File: config.mk
export PLATFORM = sky130hd
export DESIGN_NAME = meb_step_cell
export DESIGN_NICKNAME = d
export VERILOG_FILES = /design/src/sv/meb_pkg.sv /design/src/sv/meb_step_cell.sv
export SDC_FILE = /design/constraint.sdc
export NUM_CORES = 1
export LEC_CHECK = 0
export BUFFER_PORTS_ARGS = -buffer_cell sky130_fd_sc_hd__clkbuf_2
export CORE_ASPECT_RATIO = 2
export CORE_UTILIZATION = 55
export CTS_CLUSTER_DIAMETER = 100
export CTS_CLUSTER_SIZE = 16
export DETAILED_ROUTE_END_ITERATION = 10
export PLACE_DENSITY = 0.81
export SLEW_MARGIN = 15
export SYNTH_ARGS = -nofsm -noshare
export SYNTH_HDL_FRONTEND = slang
export SYNTH_SLANG_ARGS = --single-unit
File: constraint.sdc
create_clock -name clock -period 10.4 [get_ports clock]
set_input_delay 1.56 -clock clock [delete_from_list [all_inputs] [get_ports clock]]
set_output_delay 1.56 -clock clock [all_outputs]
set_load 0.03 [all_outputs]
File: src/sv/meb_pkg.sv
// shared types and constants for the mandelbrot escape-time unit
// no dependencies; imported by every module of the block
package meb_pkg;

   // fixed-point format of c and z
   localparam int FRAC_BITS   = 28;
   localparam int IN_WIDTH    = 31;
   localparam int Z_WIDTH     = 32;
   localparam int PROD_WIDTH  = 64;
   localparam int COUNT_WIDTH = 16;

   // escape radius squared, 4.0 with 2*FRAC_BITS fraction bits
   localparam logic [PROD_WIDTH-1:0] ESCAPE_THRESHOLD =
      PROD_WIDTH'(4) << ((2 * FRAC_BITS) % PROD_WIDTH);

   // iteration limit after reset
   localparam logic [COUNT_WIDTH-1:0] LIMIT_RESET = COUNT_WIDTH'(1000);

   typedef logic signed [IN_WIDTH-1:0] coord_type;
   typedef logic signed [Z_WIDTH-1:0]  z_type;
   typedef logic [PROD_WIDTH-1:0]      prod_type;
   typedef logic [COUNT_WIDTH-1:0]     count_type;

   // products handed from the square cell to the step cell
   typedef struct packed {
      logic     valid;
      prod_type re_sq;
      prod_type im_sq;
      prod_type cross_term;
   } square_word_type;

   // completion report from the step cell
   typedef struct packed {
      logic      done;
      logic      escaped;
      count_type count;
   } step_status_type;

endpackage

File: src/sv/meb_step_cell.sv
// step cell: escape test, count and next z from the squared terms
// depends on meb_pkg; feeds meb_square_cell in a two-cell ring
module meb_step_cell
   import meb_pkg::*;
(
   input  logic            clock,
   input  logic            reset,
   input  logic            start,
   input  coord_type       c_real,
   input  coord_type       c_imag,
   input  count_type       limit,
   input  square_word_type square_word,
   output logic            z_valid,
   output z_type           z_re,
   output z_type           z_im,
   output step_status_type status
);

   prod_type                     mag_sq;
   logic                         escape_hit;
   logic signed [PROD_WIDTH-1:0] re_diff;
   logic signed [PROD_WIDTH-1:0] re_scaled;
   logic signed [PROD_WIDTH-1:0] im_scaled;
   z_type                        z_re_in;
   z_type                        z_im_in;
   count_type                    count_in;

   logic      z_valid_ff;
   z_type     z_re_ff;
   z_type     z_im_ff;
   z_type     c_re_ff;
   z_type     c_im_ff;
   count_type count_ff;
   logic      done_ff;
   logic      escaped_ff;

   // escape test on |z|^2
   assign mag_sq     = square_word.re_sq + square_word.im_sq;
   assign escape_hit = mag_sq > ESCAPE_THRESHOLD;

   // rescale with arithmetic shift, then add c
   assign re_diff   = signed'(square_word.re_sq - square_word.im_sq);
   assign re_scaled = re_diff >>> FRAC_BITS;
   assign im_scaled = signed'(square_word.cross_term) >>> FRAC_BITS;
   assign z_re_in   = signed'(re_scaled[Z_WIDTH-1:0]) + c_re_ff;
   assign z_im_in   = signed'(im_scaled[Z_WIDTH-1:0]) + c_im_ff;
   assign count_in  = count_ff + COUNT_WIDTH'(1);

   // z, c and count registers
   always_ff @(posedge clock) begin
      if (reset) begin
         z_valid_ff <= 1'b0;
         done_ff    <= 1'b0;
      end else begin
         z_valid_ff <= 1'b0;
         done_ff    <= 1'b0;
         if (start) begin
            z_valid_ff <= 1'b1;
         end else if (square_word.valid) begin
            if (escape_hit) begin
               done_ff <= 1'b1;
            end else if (count_in == limit) begin
               done_ff <= 1'b1;
            end else begin
               z_valid_ff <= 1'b1;
            end
         end
      end
      if (start) begin
         c_re_ff    <= Z_WIDTH'(c_real);
         c_im_ff    <= Z_WIDTH'(c_imag);
         z_re_ff    <= Z_WIDTH'(c_real);
         z_im_ff    <= Z_WIDTH'(c_imag);
         count_ff   <= '0;
         escaped_ff <= 1'b0;
      end else if (square_word.valid) begin
         if (escape_hit) begin
            escaped_ff <= 1'b1;
         end else begin
            z_re_ff  <= z_re_in;
            z_im_ff  <= z_im_in;
            count_ff <= count_in;
         end
      end
   end

   assign z_valid        = z_valid_ff;
   assign z_re           = z_re_ff;
   assign z_im           = z_im_ff;
   assign status.done    = done_ff;
   assign status.escaped = escaped_ff;
   assign status.count   = count_ff;

endmodule

==> summary.txt <==
Status
  – Status: finished, final reports clean

Timing
  – Minimum clock period: 8780 ps
  – FMAX: between 100 and 150 MHz
  – Worst Tran Pin Value: between 1000 and 1500 ps
  – Final period utilization: 0.844
  – Final Setup Violations: 0
  – Setup TNS: 0 ps
  – Max_slew headroom: 0.138
  – Final Skew: 12.8 ps
  – Pins Over Slew Limit: 0
  – Final Hold Violating Endpoints: 0
  – Worst hold margin: 520 ps
  – RSZ-0062 raised after global routing: false

Setup path
  – Worst Path Buf+Inv: 3
  – Crit-path slowest cell: a2111oi_0
  – Register-to-Register Setup Slack: 5710 ps
  – CP Data Arrival Time: 8940 ps
  – CP Capture Type: flip-flop
  – Crit path max fanout: 10
  – Worst r2r dst: z_im[29]$_DFFE_PP_
  – Max incr delay on CP: 700 ps
  – CP Class: in2reg
  – Reg2reg path depth: 14
  – CP top delay family: compound AO/OA/AOI/OAI gates
  – CP Launch Type: input port
  – RR Startpoint: c_im_ff[1]$_DFFE_PP_
  – Worst EP required: approximately 11000 ps
  – Most used cell, CP: nor2_1

Route
  – DRC viols: 0
  – Pre-antenna DRT Iters: 7
  – Final WL: 60.6 mm
  – Routed Antenna Nets: 0
  – Vias: 16566
  – Vias per cell: between 6 and 7
  – DRT iter0 DRCs: 1043
  – Wire length per cell: 23.6 um

CTS
  – CTS tree: yes
  – CTS max path bufs: 2
  – Clock root cell: clkbuf_16
  – Worst skew pair latency: 450 ps
  – Clk pin slew, worst setup/hold paths: 70 ps
  – Num CTS Buffers: 17
  – H-Tree Depth: 4
  – CTS sink cnt: 145
  – Post-CTS Setup Bufs: 0
  – Cts repair resizes: 0
  – Hold Buf Count CTS: 0

GRT
  – Vias in the first global route: 16639
  – Total GRT Usage: 0.402
  – Antenna violations before repair: 6
  – GRT Residual Overflow: 0
  – First-pass GRT wire length: between 80 and 90 mm
  – Largest net degree at the start of global routing: between 100 and 150

Power
  – Pleak: 8.15 nW
  – Worst vdd ir: 118 uV
  – Pwr Density: 134 nW/um^2

Flow run
  – Max_cap viols: 0

Die
  – Starting Density: 0.558
  – Die area: ~30000 um^2
  – Die X-Extent: 123 um
  – Num rows: 88
  – I/O pin count: 357
  – Die height: 243 um
  – Core area: 28700 um^2

Worst hold path
  – Hold Path End: escaped_ff$_SDFFE_PP0P_
  – Hold Crit Class: reg2reg
  – Hold Path Depth: 2
  – Hold path start: escaped_ff$_SDFFE_PP0P_

Synthesis
  – Primary FF master, synth: edfxtp_1
  – Sequential share of the synthesized area: 0.260
  – Async set or reset register ratio after synthesis: 0
  – Top-count cell post-synth: ha_1
  – Post-synth top area share: 0.236
  – Number of flops mapped to enable cells by yosys: 126
  – Area leader, netlist: edfxtp_1
  – Unique masters post-synth: 100
  – Post-Syn Area: 16000 um^2
  – Syn Nets: roughly 2400
  – Post-Syn Area per Cell: 8.35 um^2
  – Top cells by area, synth: edfxtp_1 24%, ha_1 15%, a21oi_1 5.3%
  – Post-synthesis sequential element count: roughly 150
  – Synthesis Warnings: 0
  – Syn Inst Count: 1919
  – Top cells by count, synth: 187 x ha_1, 171 x a21oi_1, 143 x nor2_1

Final layout
  – Multi-input gate area: 10900 um^2
  – # fillers: 2476
  – Nets: 2659
  – Share of cells above drive strength 1: 0.206
  – Reg area: 4160 um^2
  – Design Area, Final: ~18000 um^2
  – Synthesis-to-finish area growth: 14.7%

Placement
  – Number of port buffers: 324
  – Hpwl dp: 49.4 mm
  – GP Congestion: 1.04
  – Placed Area: 17800 um^2
## flip-flops by register name (all words and copies together) (netlist names)
| signal | flops |
|---|---|
| z_im | 32 |
| z_re | 32 |
| c_im_ff | 31 |
| c_re_ff | 31 |
| count_ff | 16 |
| done_ff | 1 |
| escaped_ff | 1 |
| z_valid | 1 |
## worst max-delay path by stage
stage / cells after the start / to / startpoint / slack (ps)
floorplan: 28 / z_re[30]$_DFFE_PP_ / square_word[81] / 3350
global placement: 28 / z_re[30]$_DFFE_PP_ / square_word[84] / 1550
detailed placement: 28 / z_re[30]$_DFFE_PP_ / square_word[84] / 1480
CTS: 28 / z_re[30]$_DFFE_PP_ / square_word[84] / 1900
global route: 28 / z_re[30]$_DFFE_PP_ / square_word[88] / 1410
finish: 28 / z_re[30]$_DFFE_PP_ / square_word[84] / 1620
## worst register-to-register path: stages (launching register included)
cell and delay [ps]:
edfxtp_1 400, ha_1 300, a21o_1 200, a21oi_1 200, nand2b_1 190, a2111oi_0 240, o311a_1 410, o21ai_0 340
nand2b_1 110, a21oi_1 650, o21bai_1 260, a211oi_1 520, o21ai_0 220, xnor2_1 230, o21ai_0 120
## per-layer routing
| metal | vias to the layer above | GRT usage | part of all wire |
|---|---|---|---|
| met2 | 820 | 0.754 | 0.53 |
| met5 | - | 0 | 0 |
| met1 | 7752 | 0.338 | 0.30 |
| met4 | 0 | 0.384 | 0.11 |
| li1 | 7707 | - | - |
| met3 | 287 | 0.0695 | 0.059 |
## cell families after synthesis
logic type               count (synthesis)  share of synthesized area
AND/OR/NAND/NOR                        596                      0.192
AO/OA/AOI/OAI                          623                      0.259
adder cells (fa/ha/maj)                190                      0.150
XOR/XNOR                               120                     0.0656
buffers and inverters                  222                     0.0587
flip-flops                             145                      0.260
multiplexers                            23                     0.0152
## final cells by class
cell class | count | area share
repair buffers | 335 | 0.0930
inverters | 144 | 0.0294
diodes | 6 | 0.000817
multi-input cells | 1552 | 0.595
well taps | 360 | 0.0245
clock buffers | 18 | 0.0233
flip-flops and latches | 145 | 0.227
clock inverters | 14 | 0.00708
## where the power goes
part | total (mW) | internal, mW | switching [mW]
combinational | 1.14 | 0.405 | 0.735
sequential | 0.729 | 0.709 | 0.0201
clock | 0.597 | 0.331 | 0.266
## metrics by stage
| step | utilization | setup slack [ps] | std cells | power, mW |
|---|---|---|---|---|
| after CTS | 0.639 | 1900 | 2568 | 2.44 |
| after global routing | 0.640 | 1410 | 2573 | 2.57 |
| final | 0.640 | 1620 | 2574 | 2.47 |
| after floorplan | - | 3350 | 1919 | 1.51 |
| after global placement | 0.619 | 1550 | 2536 | 1.81 |
| after detailed placement | 0.619 | 1480 | 2536 | 1.84 |
## cell usage in the layout, fill, tap and decap left out, drive strengths merged, types with 11 or more instances in the layout
master	Yosys	routed
nor3	37	37
nor2	146	146
or2	13	13
o21ai	134	134
nor4	48	48
a31oi	16	16
o211ai	20	20
a21o	48	48
nand3	47	47
a21oi	175	175
nand4	31	31
buf	48	12
and3	33	33
and2	17	17
o21a	15	15
o31ai	44	44
ha	187	187
a31o	14	14
nand2	138	138
edfxtp	126	126
dfxtp	19	19
nor2b	33	33
inv	144	149
xor2	44	44
nand2b	21	21
a211oi	32	32
o2111ai	12	12
mux2i	12	12
clkbuf	30	341
o21bai	18	18
a2111oi	14	14
xnor2	76	76
mux2	11	11
a21boi	14	14
(Power assumes the default switching activity.)
